--- src/rtl/sgdf_pkg.sv ---
// ----------------------------------------------------------------------------
// sgdf_pkg
// Shared constants, register codes and types of the depth outlier gate.
// ----------------------------------------------------------------------------
package sgdf_pkg;

    localparam int WINDOW_MAX_DEF  = 16;
    localparam int SAMPLE_BITS_DEF = 16;

    localparam int CFG_IDX_W  = 2;
    localparam int CFG_DATA_W = 8;

    localparam int WLEN_W   = 5;
    localparam int FACTOR_W = 8;
    localparam int LIMIT_W  = 4;

    // factor is in 1/16 units, squared on both sides of the gate compare
    localparam int LHS_SHIFT = 8;

    localparam logic [WLEN_W-1:0]   WLEN_RST   = 5'd10;
    localparam logic [FACTOR_W-1:0] FACTOR_RST = 8'd32;
    localparam logic [LIMIT_W-1:0]  LIMIT_RST  = 4'd10;

    typedef enum logic [CFG_IDX_W-1:0] {
        REG_WINDOW_LENGTH    = 2'd0,
        REG_DEVIATION_FACTOR = 2'd1,
        REG_REJECT_LIMIT     = 2'd2
    } t_reg_idx;

    typedef struct packed {
        logic [WLEN_W-1:0]   window_length;
        logic [FACTOR_W-1:0] deviation_factor;
        logic [LIMIT_W-1:0]  reject_limit;
    } t_cfg;

endpackage

--- src/rtl/sgdf_queue.sv ---
// ----------------------------------------------------------------------------
// sgdf_queue
// Two-entry queue between the input stage and the gate engine.
// ----------------------------------------------------------------------------
module sgdf_queue #(
    parameter int DATA_W = sgdf_pkg::SAMPLE_BITS_DEF + 1
) (
    input  logic              i_clk,
    input  logic              i_rst_n,
    input  logic              i_valid,
    input  logic [DATA_W-1:0] i_data,
    output logic              o_ready,
    output logic              o_valid,
    output logic [DATA_W-1:0] o_data,
    input  logic              i_ready
);

    logic [DATA_W-1:0] r_data [2];
    logic              r_wr;
    logic              r_rd;
    logic [1:0]        r_cnt;
    logic              push;
    logic              pop;

    assign o_ready = (r_cnt != 2'd2);
    assign o_valid = (r_cnt != 2'd0);
    assign o_data  = r_data[r_rd];
    assign push    = i_valid && o_ready;
    assign pop     = o_valid && i_ready;

    always_ff @(posedge i_clk) begin
        if (!i_rst_n) begin
            r_wr  <= 1'b0;
            r_rd  <= 1'b0;
            r_cnt <= 2'd0;
        end else begin
            if (push) begin
                r_wr <= ~r_wr;
            end
            if (pop) begin
                r_rd <= ~r_rd;
            end
            case ({push, pop})
                2'b10:   r_cnt <= r_cnt + 2'd1;
                2'b01:   r_cnt <= r_cnt - 2'd1;
                default: r_cnt <= r_cnt;
            endcase
        end
    end

    always_ff @(posedge i_clk) begin
        if (push) begin
            r_data[r_wr] <= i_data;
        end
    end

endmodule

--- config.mk ---
export PLATFORM = sky130hd
export DESIGN_NAME = sgdf_queue
export DESIGN_NICKNAME = d
export VERILOG_FILES = /design/src/rtl/sgdf_pkg.sv /design/src/rtl/sgdf_queue.sv
export SDC_FILE = /design/constraint.sdc
export NUM_CORES = 1
export LEC_CHECK = 0
export BUFFER_PORTS_ARGS = -buffer_cell sky130_fd_sc_hd__buf_2
export CAP_MARGIN = 0
export CELL_PAD_IN_SITES_DETAIL_PLACEMENT = 0
export CELL_PAD_IN_SITES_GLOBAL_PLACEMENT = 2
export CORE_MARGIN = 4
export CORE_UTILIZATION = 35
export CTS_BUF_LIST = sky130_fd_sc_hd__clkbuf_8
export CTS_CLUSTER_DIAMETER = 30
export DETAILED_ROUTE_END_ITERATION = 10
export PLACE_DENSITY_LB_ADDON = 0.1
export REMOVE_ABC_BUFFERS = 1
export SYNTH_ARGS = -nofsm -noshare
export SYNTH_HDL_FRONTEND = slang
export SYNTH_SLANG_ARGS = --single-unit
--- constraint.sdc ---
create_clock -name i_clk -period 1.8 [get_ports i_clk]
set_input_delay 0.54 -clock i_clk [delete_from_list [all_inputs] [get_ports i_clk]]
set_output_delay 0.54 -clock i_clk [all_outputs]
set_load 0.01 [all_outputs]
==> results of run 1 <==
critical path, cell delays in order (launching register included):
cell and delay, ps:
dfxtp_4 380, buf_6 140, mux2_4 310, buf_6 120
power by group through the flow:
stage	Combinational [W]	Clock [W]	Sequential, W
final	0.00108	0.000685	0.00123
after global routing	0.00116	0.000762	0.00124
after CTS	0.00104	0.000710	0.00122
after detailed placement	0.000775	0	0.00123
after global placement	0.000776	0	0.00122
after floorplan	0.000453	0	0.00125
cell type report:
| type | count | area [µm²] |
|---|---|---|
| clock buffer | 5 | 68.82 |
| tap | 50 | 62.56 |
| timing repair buffer | 45 | 365.4 |
| inverter | 1 | 3.754 |
| fill | 330 | 1949 |
| clock inverter | 3 | 38.79 |
| multi-input combinational | 35 | 386.6 |
| sequential | 39 | 1125 |
registers in the layout, summed over array words and instances (netlist names), named ones only:
register	flops
r_cnt	2
r_data	34
r_rd	1
r_wr	1
cell usage after synthesis, types with 2 or more instances:
library cell | n | area share (%)
buf_2 | 2 | 0.69
dfxtp_1 | 5 | 6.9
edfxtp_1 | 34 | 70
mux2_2 | 17 | 13
nor2b_1 | 2 | 0.86
xnor2_1 | 3 | 1.8
logic make-up after synthesis:
group	synth area share [%]
flip-flops	76.91
multiplexers	13.13
buffers and inverters	0.9440
AND/OR/NAND/NOR	3.778
XOR/XNOR	1.803
adder cells (fa/ha/maj)	0.8582
AO/OA/AOI/OAI	2.575
through the flow:
stage / hold slack [ps] / power (W) / instance area, µm²
after global placement: 495.1 / 0.001997 / 1743
final: 440.6 / 0.002996 / 2051
after global routing: 416.6 / 0.003168 / 2051
after CTS: 427.3 / 0.002972 / 2009
after floorplan: 478.7 / 0.001701 / 1448
after detailed placement: 515.4 / 0.002003 / 1743
timing repair:
item / in CTS / in global routing
endpoints found under the setup margin: 15 / 13
hold endpoints to repair: 0 / 0
gates resized for setup: 31 / 11
cloned: 1 / 0
hold buffers: 0 / 0
worst paths after layout:
| check | startpoint | end |
|---|---|---|
| setup reg to reg | r_cnt[0] | r_cnt[1] |
| hold reg to reg | r_cnt[1] | r_cnt[1] |
| hold / removal | i_data[3] | r_data[1][3] |
| setup / recovery | flop | o_data[9] |
per-layer routing:
layer	wire length, µm	global-route usage, %	up-vias
li1	-	-	391
met1	933	10.21	395
met2	1283	18.34	24
met3	187	5.402	7
met4	38	4.303	0
met5	0	0	-
==> results.yml, run 1 <==
critical_path:
  criticalPathCategory: "reg2out"
  cp.required_ps: 1260
  reg2reg_slack_ps: 230
  start_kind: "flop"
  path_max_fanout: 5
  reg2reg_depth: 5
  crit_arrival_ps: 1230
  end_kind: "output port"
power_and_ir_drop:
  p_comb_share_pct: 36.2
  internal_power_w: 0.002222
  p_per_area_nw_per_um2: 1461
  p_clk_share_pct: 22.9
  vdd_drop_max_uv: 634.8
  seqPwrFrac_pct: 40.9
  p_sw_share_pct: 25.81
  p_sw_w: 0.0007732
  p_leak_nw: 0.8174
timing:
  drv_slew: 0
  setup_violations: 0
  clock-skew-final_ps: 2.408
  max_freq_mhz: 565.5
  period_minus_slack_ps: 1768
  hold_viol: 0
  fin_ws_ps: 31.75
  rsz0062_at_grt: "true"
  max-slew-margin-rel_pct: 84.14
  worst_pin_slew_ps: 237.6
  setup_tns_ps: 0
  timing.final.crit_share_pct: 98.24
min_path:
  whs_path_depth: 1
  min_path_type: "in2reg"
logic_synthesis:
  syn-instance-count: 77
  yosysWarningCount: 0
  synth_seq_area_share_pct: 76.91
  synth_ff_type: "edfxtp_1"
  ys_ff_latch: 39
  synth_edf_count: 34
  ys_types: 20
  synth_area_per_cell_um2: 18.93
  syn_area_um2: 1458
  async_reset_ff_share_pct: 0
final_layout:
  final_cell_mix: "edfxtp_1, buf_2, buf_6"
  layout_commonest_cell: "edfxtp_1"
  finish.utilization_pct: 51.27
  layout-drive-gt1-share_pct: 56.25
  finalNonFillerCells: 178
  diodes: 0
  nets: 149
  area_growth_pct: 40.69
route:
  finalWirelength_um: 2441
  vias_per_cell: 4.590
  routedWlPerCell_um: 13.71
  postRouteAntennaNets: 0
  drc_errors: 0
  drtIter0Drc: 41
  drtPass1Iterations: 4
  vias: 817
clock_tree:
  clk_latency_ps: 280
  clk_pin_slew_ps: 70
  post_cts_buffers: 0
  cts_buffers: 5
  cts_tree: "yes"
  clockRootBuffer: "clkbuf_8"
  h-tree-depth: 2
  cts_buffer_depth: 2
  clock-sinks: 39
place:
  io_buffer_count: 39
  gp_congestion: 0.7618
  hpwl_um: 1634
  dp_cells: 169
  dpl_worst_slack_ps: 162.0
die:
  io_pins: 40
  die_area_um2: 5261
  rows: 23
  initial_utilization_pct: 36.44
  die_h_um: 72.54
  core_area_um2: 4000
  die_width_um: 72.54
global_routing:
  overflow: 0
  grt_pass1_wl_um: 3946
  grt_pass1_vias: 853
  antenna_found_initial: 0
  grt.total_usage_pct: 10.43
  grt_max_degree: 18
run:
  maxCapViolations: 0
run_status:
  status: "finished, final reports clean"
Power figures use the tool's default switching activity.
==> run 2: changes to the inputs <==
CORE_UTILIZATION = 30   (was 35)
==> results.yml, run 2 (synthesis results as in run 1) <==
run_status:
  status: "complete, but fails checks"
  failed_checks: "setup timing"
route:
  routedWlPerCell_um: 14.15
  drtIter0Drc: 46
  postRouteAntennaNets: 0
  vias: 807
  drtPass1Iterations: 3
  vias_per_cell: 4.117
  finalWirelength_um: 2774
  drc_errors: 0
final_layout:
  nets: 150
  largest-register: "r_data"
  final_cell_mix: "edfxtp_1, buf_2, mux2_4, buf_6, clkbuf_8"
  largestRegisters: "r_data x34, r_cnt x2"
  layout-drive-gt1-share_pct: 56.59
  n_fill_cell: 444
  diodes: 0
  area_growth_pct: 44.64
  finalNonFillerCells: 196
  largest_reg_flops: 34
  finish.utilization_pct: 44.64
  layout_commonest_cell: "edfxtp_1"
min_path:
  min_path_type: "in2reg"
clock_tree:
  post_cts_buffers: 0
  cts_hold_buf: 0
  cts_buffer_depth: 2
  clk_latency_ps: 280
  cts_buffers: 5
  clk_pin_slew_ps: 70
  clock-sinks: 39
  cts_tree: "yes"
  h-tree-depth: 2
  clockRootBuffer: "clkbuf_8"
timing:
  holdWs_ps: 442.7
  max-slew-margin-rel_pct: 88.14
  timing.final.crit_share_pct: 101.1
  worst_pin_slew_ps: 176.1
  period_minus_slack_ps: 1820
  clock-skew-final_ps: 5.897
  setup_tns_ps: -141.3
  drv_slew: 0
  max_freq_mhz: 549.3
  rsz0062_at_grt: "true"
  setup_violations: 8
  fin_ws_ps: -20.48
  hold_viol: 0
place:
  gp_congestion: 0.5978
  io_buffer_count: 39
  dpl_worst_slack_ps: 149.7
  hpwl_um: 1794
  dp_cells: 186
global_routing:
  grt_pass1_wl_um: 4229
  overflow: 0
  grt_pass1_vias: 877
  antenna_found_initial: 0
  grt.total_usage_pct: 9.523
  grt_max_degree: 18
power_and_ir_drop:
  p_comb_share_pct: 37.6
  internal_power_w: 0.002272
  p_per_area_nw_per_um2: 1459
  p_leak_nw: 0.8323
  p_clk_share_pct: 22.4
  vdd_drop_max_uv: 514.2
  p_sw_w: 0.0008040
  p_sw_share_pct: 26.14
  seqPwrFrac_pct: 40.1
critical_path:
  cp.required_ps: 1260
  path_max_fanout: 8
  cp_top_family: "flip-flops"
  cp_slowest_cell: "dfxtp_4"
  crit_chain: "clkbuf_16, mux2_4, buf_6"
  crit_arrival_ps: 1280
  cpPeakStageDelay_ps: 390
  end_kind: "output port"
  criticalPathCategory: "reg2out"
  start_kind: "flop"
  cp_num_buf_inv: 2
die:
  initial_utilization_pct: 30.86
  die_width_um: 77.71
  rows: 25
  core_area_um2: 4723
  io_pins: 40
  die_area_um2: 6038
  die_h_um: 77.71
run:
  maxCapViolations: 0
run 2: changes by cell type in the layout (fill, tap and decap cells not counted):
cell and delta:
clkbuf_16 +2, buf_4 +1, buf_8 -2, buf_12 +1, buf_6 -1
run 2: area by class of cell:
cell class / count / area (µm²) / share of cell area [%]
tap: 67 / 83.83 / 3.976
multi-input combinational: 35 / 386.6 / 18.34
clock inverter: 3 / 38.79 / 1.840
sequential: 39 / 1125 / 53.35
timing repair buffer: 46 / 401.6 / 19.05
clock buffer: 5 / 68.82 / 3.264
inverter: 1 / 3.754 / 0.1780
run 2: worst paths after layout:
kind,startpoint,endpoint,slack [ps],depth (start not counted)
min reg2reg,r_cnt[1],r_cnt[1],550,2
max,flop,o_data[2],-20,3
max reg2reg,r_cnt[0],r_cnt[1],210,5
min,i_data[1],r_data[0][1],440,1
run 2: stage by stage:
step           power (W)  instance area, µm²
2_1_floorplan   0.001701                1448
3_3_place_gp    0.002027                1777
3_5_place_dp    0.002031                1777
4_1_cts         0.002799                1923
5_1_grt         0.003263                2108
6_report        0.003076                2108
run 2: timing repair:
action	4_1_cts	5_1_grt
gates cloned	0	2
pin swaps	0	0
endpoints found under the setup margin	17	17
resized for setup	7	29
run 2: worst register-to-register path: stages (launching register included):
cell	delay (ps)
dfxtp_1	410
nand2b_1	210
nand2_1	80
ha_1	330
or3_1	360
a21boi_1	140
run 2: power groups by stage:
stage	Clock [W]	Combinational (W)	Sequential, W
after floorplan	0	0.000453	0.00125
final	0.000688	0.00116	0.00123
after global placement	0	0.000802	0.00122
after global routing	0.000768	0.00124	0.00125
after detailed placement	0	0.000804	0.00123
after CTS	0.000718	0.000871	0.00121
run 2: per-layer routing:
layer	track usage, %	part of all wire [%]
met5	0	0
met4	4.270	0.68
met3	4.176	5.2
met2	15.67	53
met1	10.59	41
==> run 3: changes to the inputs <==
CORE_ASPECT_RATIO = 2   (was not set)
SETUP_SLACK_MARGIN = 0.05   (was not set)
==> results.yml, run 3 (synthesis results as in run 1) <==
run_status:
  status: "finished, final reports clean"
critical_path:
  cp.required_ps: 1260
  criticalPathCategory: "reg2out"
  reg2reg_slack_ps: 210
  r2r-end: "r_cnt[1]"
  crit-reg2reg-launch: "r_cnt[0]"
  reg2reg_depth: 5
  crit_arrival_ps: 1230
  start_kind: "flop"
  path_max_fanout: 5
  crit_end: "o_data[10]"
  end_kind: "output port"
clock_tree:
  clockRootBuffer: "clkbuf_8"
  cts_buffer_depth: 2
  clk_latency_ps: 280
  post_cts_buffers: 0
  cts_tree: "yes"
  clk_pin_slew_ps: 70
  cts_buffers: 5
  clock-sinks: 39
  h-tree-depth: 2
global_routing:
  grt.total_usage_pct: 9.547
  antenna_found_initial: 0
  overflow: 0
  grt_max_degree: 18
  grt_pass1_wl_um: 4257
  grt_pass1_vias: 911
timing:
  drv_slew: 0
  worst_pin_slew_ps: 251.3
  period_minus_slack_ps: 1768
  hold_viol: 0
  rsz0062_at_grt: "true"
  setup_violations: 0
  clock-skew-final_ps: 4.754
  timing.final.crit_share_pct: 98.22
  max_freq_mhz: 565.6
  max-slew-margin-rel_pct: 83.25
final_layout:
  final_cell_mix: "edfxtp_1, buf_2, buf_6"
  finalNonFillerCells: 182
  nets: 148
  n_fill_cell: 464
  diodes: 0
  largestRegisters: "r_data x34, r_cnt x2"
  layout-drive-gt1-share_pct: 55.12
  largest-register: "r_data"
  area_growth_pct: 38.88
  layout_commonest_cell: "edfxtp_1"
  largest_reg_flops: 34
die:
  die_area_um2: 6106
  die_h_um: 106.6
  die_width_um: 57.29
  core_area_um2: 4642
  io_pins: 40
  rows: 35
  initial_utilization_pct: 31.40
run:
  maxCapViolations: 0
power_and_ir_drop:
  p_leak_nw: 0.8074
  finalPower_w: 0.002845
  p_per_area_nw_per_um2: 1406
  vdd_drop_max_uv: 847.8
place:
  gp_congestion: 0.6963
  hpwl_um: 1842
  dp_cells: 173
  io_buffer_count: 39
route:
  finalWirelength_um: 2600
  vias_per_cell: 4.489
  postRouteAntennaNets: 0
  vias: 817
  routedWlPerCell_um: 14.29
  drtIter0Drc: 14
  drc_errors: 0
  drtPass1Iterations: 2
min_path:
  min_path_type: "in2reg"
-- run 3: changes by cell type in the layout (fill, tap and decap cells not counted), sizes merged --
cell | before | now
clkbuf | 7 | 5
bufinv | 1 | 0
clkinv | 2 | 1
inv | 1 | 3
-- run 3: metrics by stage --
step / util [%] / setup slack (ps) / area (µm²) / setup TNS, ps / hold WS [ps]
after floorplan: - / 202.4 / 1448 / 0 / 478.7
after global placement: 37.52 / 193.6 / 1742 / 0 / 502.7
after detailed placement: 37.52 / 155.6 / 1742 / 0 / 533.9
after CTS: 43.50 / -3.467 / 2019 / -6.833 / 434.6
after global routing: 43.61 / -24.41 / 2024 / -209.3 / 429.9
final: 43.61 / 32.05 / 2024 / 0 / 448.9
-- run 3: cell type report --
type,instances,area [µm²],share of cell area (%)
clock buffer,5,68.82,3.399
clock inverter,3,12.51,0.6180
inverter,1,3.754,0.1854
multi-input combinational,35,386.6,19.10
sequential,39,1125,55.56
tap,55,68.82,3.399
timing repair buffer,44,359.1,17.74
-- run 3: worst min path at each step --
stage / start / endpoint / slack (ps) / depth (start not counted)
after floorplan: r_cnt[1] / r_cnt[1] / 480 / 2
after global placement: r_cnt[1] / r_cnt[1] / 500 / 2
after detailed placement: r_rd / flop / 530 / 2
after CTS: i_data[6] / r_data[1][6] / 430 / 1
after global routing: i_data[3] / r_data[0][3] / 430 / 1
final: i_data[0] / r_data[1][0] / 450 / 1
-- run 3: layer usage --
layer  vias up  part of all wire [%]  track usage, %  wire, µm
met1       397                    35           9.353       900
met2        29                    56           16.61      1452
met5         -                     0               0         0
met4         0                   2.8           5.970        72
met3         6                   6.7           3.253       174
li1        385                     -               -         -
-- run 3: what timing repair did --
item | CTS | global route
hold buffers | 0 | 0
cloned | 1 | 0
resized for setup | 41 | 1
endpoints found under the setup margin | 17 | 17
-- run 3: worst max-delay path: stages (launching register included) --
cell	delay, ps
dfxtp_4	380
buf_6	140
mux2_4	310
buf_6	120
-- run 3: power breakdown --
part | total [W] | switching [W] | internal, W
registers | 0.00123 | 0.0000720 | 0.00116
clock network | 0.000530 | 0.000270 | 0.000260
logic | 0.00109 | 0.000429 | 0.000658
