[src/rtl/sgdf_pkg.sv]
// ----------------------------------------------------------------------------
// sgdf_pkg
// Shared constants, register codes and types of the depth outlier gate.
// ----------------------------------------------------------------------------
package sgdf_pkg;

    localparam int WINDOW_MAX_DEF  = 16;
    localparam int SAMPLE_BITS_DEF = 16;

    localparam int CFG_IDX_W  = 2;
    localparam int CFG_DATA_W = 8;

    localparam int WLEN_W   = 5;
    localparam int FACTOR_W = 8;
    localparam int LIMIT_W  = 4;

    // factor is in 1/16 units, squared on both sides of the gate compare
    localparam int LHS_SHIFT = 8;

    localparam logic [WLEN_W-1:0]   WLEN_RST   = 5'd10;
    localparam logic [FACTOR_W-1:0] FACTOR_RST = 8'd32;
    localparam logic [LIMIT_W-1:0]  LIMIT_RST  = 4'd10;

    typedef enum logic [CFG_IDX_W-1:0] {
        REG_WINDOW_LENGTH    = 2'd0,
        REG_DEVIATION_FACTOR = 2'd1,
        REG_REJECT_LIMIT     = 2'd2
    } t_reg_idx;

    typedef struct packed {
        logic [WLEN_W-1:0]   window_length;
        logic [FACTOR_W-1:0] deviation_factor;
        logic [LIMIT_W-1:0]  reject_limit;
    } t_cfg;

endpackage

[src/rtl/sgdf_in_if.sv]
// ----------------------------------------------------------------------------
// sgdf_in_if
// Sample channel: one depth word per handshake.
// ----------------------------------------------------------------------------
interface sgdf_in_if #(
    parameter int SAMPLE_BITS = sgdf_pkg::SAMPLE_BITS_DEF
);
    logic                   valid;
    logic                   ready;
    logic [SAMPLE_BITS-1:0] depth_sample;

    modport source (output valid, output depth_sample, input ready);
    modport sink   (input valid, input depth_sample, output ready);
endinterface

[src/rtl/sgdf_front.sv]
// ----------------------------------------------------------------------------
// sgdf_front
// Input stage: registers each sample word and flags a zero depth.
// ----------------------------------------------------------------------------
module sgdf_front #(
    parameter int SAMPLE_BITS = sgdf_pkg::SAMPLE_BITS_DEF
) (
    input  logic                 i_clk,
    input  logic                 i_rst_n,
    sgdf_in_if.sink              i_in,
    output logic                 o_valid,
    output logic [SAMPLE_BITS:0] o_entry,
    input  logic                 i_ready
);

    logic                   r_valid;
    logic                   r_zero;
    logic [SAMPLE_BITS-1:0] r_sample;

    assign i_in.ready = !r_valid || i_ready;
    assign o_valid    = r_valid;
    assign o_entry    = {r_zero, r_sample};

    always_ff @(posedge i_clk) begin
        if (!i_rst_n) begin
            r_valid <= 1'b0;
        end else if (i_in.ready) begin
            r_valid <= i_in.valid;
        end
    end

    always_ff @(posedge i_clk) begin
        if (i_in.valid && i_in.ready) begin
            r_sample <= i_in.depth_sample;
            r_zero   <= (i_in.depth_sample == '0);
        end
    end

endmodule

[src/flat_wrapper.sv]
// flat-port wrapper written by rule: the top's interface ports become plain ports
module sgdf_front_flat 
#(
    parameter int SAMPLE_BITS = sgdf_pkg::SAMPLE_BITS_DEF
)
  (i_clk, i_rst_n, o_valid, o_entry, i_ready, i_in_valid, i_in_depth_sample, i_in_ready);
  sgdf_in_if #(.SAMPLE_BITS(SAMPLE_BITS)) i_in_i ();
  input  logic i_clk;
  input  logic i_rst_n;
  output logic o_valid;
  output logic [SAMPLE_BITS:0] o_entry;
  input  logic i_ready;
  input wire logic [$bits(i_in_i.valid)-1:0] i_in_valid;
  input wire logic [$bits(i_in_i.depth_sample)-1:0] i_in_depth_sample;
  output wire logic [$bits(i_in_i.ready)-1:0] i_in_ready;
  assign i_in_i.valid = i_in_valid;
  assign i_in_i.depth_sample = i_in_depth_sample;
  assign i_in_ready = i_in_i.ready;
  sgdf_front #(.SAMPLE_BITS(SAMPLE_BITS)) u_core (.i_clk(i_clk), .i_rst_n(i_rst_n), .i_in(i_in_i), .o_valid(o_valid), .o_entry(o_entry), .i_ready(i_ready));
endmodule
[config.mk]
export PLATFORM = sky130hd
export DESIGN_NAME = sgdf_front_flat
export DESIGN_NICKNAME = d
export VERILOG_FILES = /design/src/rtl/sgdf_pkg.sv /design/src/rtl/sgdf_in_if.sv /design/src/rtl/sgdf_front.sv /design/src/flat_wrapper.sv
export SDC_FILE = /design/constraint.sdc
export NUM_CORES = 1
export LEC_CHECK = 0
export ABC_AREA = 1
export BUFFER_PORTS_ARGS = -buffer_cell sky130_fd_sc_hd__buf_2
export CORE_MARGIN = 2
export CORE_UTILIZATION = 40
export DETAILED_ROUTE_END_ITERATION = 10
export PLACE_DENSITY = 0.79
export SKIP_LAST_GASP = 1
export SYNTH_ARGS = -nofsm -noshare
export SYNTH_HDL_FRONTEND = slang
export SYNTH_SLANG_ARGS = --single-unit
[constraint.sdc]
create_clock -name i_clk -period 2.9 [get_ports i_clk]
set_input_delay 0.58 -clock i_clk [delete_from_list [all_inputs] [get_ports i_clk]]
set_output_delay 0.58 -clock i_clk [all_outputs]
set_load 0.01 [all_outputs]
==> run summary, run 1 <==
Run status
* **run status** complete, no violations

Clock tree
* **clock slew at the register clock pins of the worst setup and hold paths** 100 ps
* **TritonCTS clock tree** yes
* **post-CTS setup buffer count** 0
* **clock tree sinks** 18
* **total of hold buffers inserted after clock tree synthesis** 0
* **maximum root-to-sink buffer count** 2
* **count of cells resized by post-cts repair** 0
* **Clk Tree Root Cell** clkbuf_4
* **CTS H-tree depth** 1
* **number of buffers inserted during clock tree synthesis** 3
* **Worst-Skew Late Latency** 280 ps

Final layout
* **count of nets after finishing** 114
* **FF/Latch Area** 531 um^2
* **Ant. Diodes** 0
* **fraction of final layout cells sized beyond drive strength 1** 46.2%
* **fillers** 130
* **final cell count without fillers** 109
* **area occupied by multi-input gates** 75.1 um^2
* **Layout Cell Area excl Fill** 912 um^2
* **area grow syn2layout** 37.0%
* **core occupancy in the finished layout** 59.2%

Route
* **Routed wire per std cell** 10.1 um
* **total vias in the final route** 478
* **DRC** 0
* **mean number of vias per cell** 4.39
* **overall routed net length** 1.10 mm
* **Routed Antenna Nets** 0
* **DRT iter0 DRCs** 3
* **number of iterations in the first detailed-routing pass** 3

Timing
* **worst-case hold slack** 478 ps
* **ratio of final minimum period to clock period** 52.1%
* **Least-Margin Pin Slew** 214 ps
* **setup TNS** 0 ps
* **shortest period the worst path allows** 1510 ps
* **setup repair after global routing missed its margin** false
* **worst slew margin relative to its limit** 85.7%
* **Finish-stage setup viols** 0
* **setup ws final** 1390 ps
* **Final Slew Violations** 0
* **Worst Clk Skew** 3.14 ps
* **maximum operating frequency** 661 MHz
* **Final Hold Viols** 0

Floorplanning
* **overall die area** 0.00201 mm^2
* **Die Span Y** 44.8 um
* **core region area** 0.00154 mm^2
* **ports placed on the boundary** 39
* **starting density of the core** 43.2%
* **placement row count** 14
* **die boundary width** 44.8 um

Hold path
* **Min-Delay Path Class** input pin to flip-flop

Logic synthesis
* **Synth Cell Area** 666 um^2
* **cells taking the most area after synthesis** edfxtp_1 (77%), inv_1 (7.9%), nand2_1 (5.1%)
* **fraction of the yosys area taken by sequential cells** 79.7%
* **area fraction of the dominant cell type after synthesis** 76.7%
* **Synth cell types** 9
* **top cell type by total area after synthesis** edfxtp_1
* **Post-Syn Instances** 51
* **synthesis-stage register bit count** 18
* **Syn. warnings** 0
* **average cell area after synthesis** 13.1 um^2
* **nets in the synthesized netlist** 71

Global route
* **Overall Global Routing Usage** 11.2%
* **total congestion overflow after global routing** 0
* **number of global-route vias before repair** 441
* **initial antenna violation count** 0
* **wire length of the first global-routing pass** 1.59 mm
* **maximum number of pins on one net before global-route repair** 18

Worst setup path
* **endpoint type of the worst setup path** primary output
* **required time at the worst-slack endpoint** 2320 ps
* **launching element type of the critical path** input pin
* **Setup Crit Path Kind** input pin to primary output
* **critical path fanouts, max** 2
* **CP Data Arrival Time** 930 ps

Power and ir drop
* **leakage power summed over all cells** 0.453 nW
* **Max rail drop VDD** 0.265 mV
* **Cell Pwr Density** 555 mW/mm^2
* **Tot Pwr** 506 uW

Place
* **placement-stage worst setup slack** 1390 ps
* **weighted congestion reported at the end of routability-driven placement** 0.637
* **Port Buffer Count** 38
* **total placed cells including tap cells** 105
* **half-perimeter wire length after placement** 881 um
* **post-place instance area** 876 um^2

Job
* **number of max-cap violations** 0

-- worst paths after layout --
path,startpoint,endpoint,slack [ps],cells past startpoint
setup / recovery,i_ready,i_in_ready,1390,4
hold / removal,i_in_depth_sample[1],u_core.r_sample[1]$_DFFE_PP_,480,1
setup reg to reg,u_core.o_valid$_SDFFE_PN0P_,u_core.r_sample[6]$_DFFE_PP_,1860,2
hold reg to reg,u_core.o_valid$_SDFFE_PN0P_,u_core.o_valid$_SDFFE_PN0P_,530,2
-- state kept, by name, summed over array words and instances (netlist names) --
register         count
u_core.o_valid       1
u_core.r_zero        1
u_core.r_sample     16
-- cell type report --
type	count	share of cell area, %
inverter	14	5.76
multi-input combinational	18	8.23
tap	16	2.19
sequential	18	58.2
timing repair buffer	39	21.7
clock buffer	4	3.98
-- routing by layer --
metal | GRT usage (%) | part of all wire [%] | vias up
li1 | - | - | 241
met1 | 10.3 | 36 | 208
met2 | 20.9 | 50 | 29
met3 | 4.80 | 14 | 0
met4 | 5.29 | 0 | 0
met5 | 0 | 0 | -
-- power breakdown --
group	leakage (nW)	internal [mW]	switching, mW
logic	0.259	0.0235	0.0287
registers	0.173	0.301	0.00340
clock network	0.0210	0.0763	0.0730
total	0.453	0.401	0.105
-- cells in the mapped netlist, drive strengths merged --
library cell	n
nor2	6
inv	14
edfxtp	17
and2	1
nand2	9
a21oi	1
a21boi	1
dfxtp	1
buf	1
-- cell families after synthesis --
kind of cell           synth area share [%]
DFF                                    79.7
and+or+nand+nor                        9.40
buffers and inverters                  9.02
AOI/OAI and AO/OA                      1.88
-- worst max-delay path, cell delays in order --
cell	delay, ps
buf_2	100
inv_1	60
nand2_1	60
buf_2	140
-- placed cells by master (no fill, tap or decap) --
cell type	instances
buf_2	38
edfxtp_1	17
inv_1	14
nand2_1	9
nor2_1	6
clkbuf_4	3
and2_1	1
a21boi_0	1
a21oi_1	1
clkbuf_8	1
buf_4	1
dfxtp_1	1
Note: power is estimated with default switching activity, not from simulation.
==> run 2, diff against run 1 <==
--- a/config.mk
+++ b/config.mk
@@ -5,12 +5,12 @@
 export SDC_FILE = /design/constraint.sdc
 export NUM_CORES = 1
 export LEC_CHECK = 0
-export ABC_AREA = 1
+export ABC_AREA = 0
 export BUFFER_PORTS_ARGS = -buffer_cell sky130_fd_sc_hd__buf_2
 export CORE_MARGIN = 2
-export CORE_UTILIZATION = 40
+export CORE_UTILIZATION = 35
 export DETAILED_ROUTE_END_ITERATION = 10
-export PLACE_DENSITY = 0.79
+export PLACE_DENSITY = 0.76
 export SKIP_LAST_GASP = 1
 export SYNTH_ARGS = -nofsm -noshare
 export SYNTH_HDL_FRONTEND = slang
==> constraint.sdc (replaced) <==
create_clock -name i_clk -period 1.26 [get_ports i_clk]
set_input_delay 0.252 -clock i_clk [delete_from_list [all_inputs] [get_ports i_clk]]
set_output_delay 0.252 -clock i_clk [all_outputs]
set_load 0.01 [all_outputs]
==> run summary, run 2 <==
Run status
* **run status** complete, no violations

Clock tree
* **Worst-Skew Late Latency** 280 ps, about the same
* **clock tree sinks** 18, unchanged
* **number of buffers inserted during clock tree synthesis** 3, unchanged
* **CTS H-tree depth** 1, unchanged
* **clock slew at the register clock pins of the worst setup and hold paths** 90 ps, about the same
* **count of cells resized by post-cts repair** 0, unchanged
* **Clk Tree Root Cell** clkbuf_4
* **total of hold buffers inserted after clock tree synthesis** 0, unchanged
* **post-CTS setup buffer count** 0, unchanged
* **TritonCTS clock tree** yes
* **maximum root-to-sink buffer count** 2, unchanged

Place
* **weighted congestion reported at the end of routability-driven placement** 0.651, +2.1%
* **Port Buffer Count** 38, unchanged
* **placement-stage worst setup slack** 61.0 ps, -1330 ps

Global route
* **Overall Global Routing Usage** 10.8%, -0.37 points
* **maximum number of pins on one net before global-route repair** 18, unchanged
* **wire length of the first global-routing pass** 1.52 mm, -4.0%
* **number of global-route vias before repair** 380, -14%
* **total congestion overflow after global routing** 0, unchanged
* **met3 Resource Use GR** 4.40%, -0.40 points
* **met1 GRT Util** 11.6%, +1.4 points
* **routing usage on met2** 18.3%, -2.6 points
* **initial antenna violation count** 0, unchanged
* **most congested layer reported by global routing** met2

Worst setup path
* **startpoint of the lowest-slack register-to-register path** u_core.o_valid$_SDFFE_PN0P_
* **critical path fanouts, max** 17, +15
* **launching element type of the critical path** flip-flop
* **endpoint type of the worst setup path** flip-flop
* **Worst setup endpoint** u_core.r_sample[2]$_DFFE_PP_
* **r2r endpoint** u_core.r_sample[2]$_DFFE_PP_
* **path depth of the worst reg2reg path** 2, unchanged
* **source of the critical timing path** u_core.o_valid$_SDFFE_PN0P_
* **CP max stage cell** and2_2
* **CP Data Arrival Time** 1080 ps, +150 ps
* **Setup Crit Path Kind** flip-flop to flip-flop
* **worst path cell trace** nand2b_1, and2_2
* **highest cell delay on the worst timing path** 390 ps, +250 ps
* **worst setup slack for register-to-register paths** 130 ps, -1730 ps
* **required time at the worst-slack endpoint** 1210 ps, -1110 ps

Final layout
* **fillers** 134, +3.1%
* **most common cell after layout, fill and taps aside** buf_2
* **flip-flop count of the largest register, all copies and words added** 16, unchanged
* **area grow syn2layout** 38.7%
* **area occupied by multi-input gates** 55.1 um^2, -27%
* **Ant. Diodes** 0, unchanged
* **FF/Latch Area** 531 um^2, unchanged
* **most frequent cells in the layout** buf_2 (38), edfxtp_1 (17), nor4_1 (4)
* **count of nets after finishing** 90, -21%
* **register containing the most flip-flops in the final layout** u_core.r_sample
* **fraction of final layout cells sized beyond drive strength 1** 60.9%, +15 points

Floorplanning
* **Die Span Y** 45.3 um, +1.0%
* **starting density of the core** 38.2%, -5.0 points
* **placement row count** 14, unchanged
* **die boundary width** 45.3 um, +1.0%
* **core region area** 0.00156 mm^2, +1.1%
* **ports placed on the boundary** 39, unchanged
* **overall die area** 0.00205 mm^2, +2.0%

Timing
* **Final Slew Violations** 0, unchanged
* **Finish-stage setup viols** 0, unchanged
* **setup repair after global routing missed its margin** false
* **ratio of final minimum period to clock period** 89.7%
* **setup ws final** 129 ps, -1260 ps
* **worst slew margin relative to its limit** 74.9%, -11 points
* **setup TNS** 0 ps, unchanged
* **Final Hold Viols** 0, unchanged
* **maximum operating frequency** 884 MHz
* **Least-Margin Pin Slew** 376 ps, +162 ps
* **shortest period the worst path allows** 1130 ps
* **Worst Clk Skew** 1.44 ps, -1.70 ps

Logic synthesis
* **area share of xor/xnor cells in the synthesized design** 0%, unchanged
* **top cells by count, synth** edfxtp_1 (17), nor4_1 (4)
* **synthesis-stage register bit count** 18, unchanged
* **Synth Cell Area** 596 um^2, -11%
* **share of synthesized registers carrying an async set or reset** 0%, unchanged
* **cells taking the most area after synthesis** edfxtp_1 (86%), nor4_1 (4.2%), dfxtp_1 (3.4%)
* **nets in the synthesized netlist** 48, -32%
* **top cell type by total area after synthesis** edfxtp_1
* **multiplexer area fraction after synthesis** 0%, unchanged
* **Synth cell types** 9, unchanged
* **average cell area after synthesis** 21.3 um^2, +63%
* **area fraction of the dominant cell type after synthesis** 85.7%, +9.0 points
* **Syn. warnings** 0, unchanged
* **dominant register cell in the synthesized netlist** edfxtp_1
* **leading cell type by number of instances after synthesis** edfxtp_1
* **count of flip-flops with a built-in enable after synthesis** 17, unchanged
* **adder-cell share of the synthesized area** 0%, unchanged
* **fraction of the yosys area taken by sequential cells** 89.1%, +9.4 points
* **Post-Syn Instances** 28, -45%
* **basic-gate share of the synthesized area counting and, or, nand and nor cells** 7.77%, -1.6 points
* **dominant combinational cell family by area after synthesis** simple AND/OR/NAND/NOR gates
* **synthesized-area fraction occupied by ao, oa, aoi and oai cells** 1.26%, -0.62 points

Route
* **mean number of vias per cell** 4.67, +6.5%
* **DRC** 0, unchanged
* **total vias in the final route** 397, -17%
* **DRT iter0 DRCs** 3, unchanged
* **Routed Antenna Nets** 0, unchanged
* **number of iterations in the first detailed-routing pass** 4, +1
* **Routed wire per std cell** 11.7 um, +16%
* **overall routed net length** 991 um, -9.9%

Hold path
* **Min-Delay Path Class** input pin to flip-flop

Power and ir drop
* **switching fraction of total power** 20.6%, -0.19 points
* **Max rail drop VDD** 0.635 mV, +140%
* **combinational cell fraction of total power** 9.9%, -0.4 points
* **total internal power** 856 uW, +110%
* **Seq pwr share** 65.0%, +4.8 points
* **net switching component of the power** 222 uW, +110%
* **Cell Pwr Density** 1310 mW/mm^2, +140%
* **clock network fraction of total power** 25.2%, -4.3 points
* **leakage power summed over all cells** 0.356 nW, -21%

Job
* **number of max-cap violations** 0, unchanged

==> run 2: cell count changes in the layout (fill, tap and decap cells not counted), moves of 4 or more <==
cell / before / now
inv_1: 14 / 1
nand2_1: 9 / 0
nor2_1: 6 / 0
nor4_1: 0 / 4
==> run 2: critical path, delay by kind of cell (launching register included) <==
family	cells	cell delay, ps
DFF	1	320
and+or+nand+nor	2	480
==> run 2: worst min-delay path by stage <==
stage / cells after the start / slack [ps] / end / from
detailed placement: 1 / 450 / u_core.r_sample[11]$_DFFE_PP_ / i_in_depth_sample[11]
global placement: 1 / 440 / u_core.r_sample[11]$_DFFE_PP_ / i_in_depth_sample[11]
finish: 1 / 160 / u_core.r_sample[11]$_DFFE_PP_ / i_in_depth_sample[11]
global route: 1 / 140 / u_core.r_sample[11]$_DFFE_PP_ / i_in_depth_sample[11]
floorplan: 0 / 350 / u_core.r_sample[0]$_DFFE_PP_ / i_in_depth_sample[0]
CTS: 1 / 150 / u_core.r_sample[12]$_DFFE_PP_ / i_in_depth_sample[12]
==> run 2: through the flow <==
stage / util, % / area [um^2] / std cells / hold slack [ps] / power [mW]
floorplan: - / 597 / 28 / 351 / 0.755
CTS: 53.0 / 826 / 85 / 147 / 1.10
finish: 53.0 / 826 / 85 / 158 / 1.08
detailed placement: 51.3 / 800 / 81 / 445 / 0.823
global route: 53.0 / 826 / 85 / 141 / 1.14
global placement: 51.3 / 800 / 81 / 445 / 0.820
==> run 2: logic make-up after synthesis <==
kind of cell | count (synthesis)
AO/OA/AOI/OAI | 1
buffers and inverters | 2
flip-flops | 18
AND/OR/NAND/NOR | 7
==> run 2: per-layer routing <==
| layer | routed length, um | part of all wire, % |
|---|---|---|
| met1 | 363 | 37 |
| met2 | 502 | 51 |
| met3 | 125 | 13 |
| met4 | 0 | 0 |
| met5 | 0 | 0 |
==> run 2: layout make-up <==
type                    count  area share (%)
inverters                   1           0.455
multi-input cells           8            6.67
repair buffers             38            23.0
well taps                  16            2.42
clock inverters             1           0.455
flip-flops and latches     18            64.2
clock buffers               3            2.73
==> run 2: power groups by stage <==
stage               Combinational (mW)  Clock [mW]  Sequential [mW]
floorplan                       0.0204           0            0.735
global placement                 0.105           0            0.715
detailed placement               0.108           0            0.715
CTS                              0.108       0.288            0.701
global route                     0.119       0.318            0.704
finish                           0.106       0.271            0.700
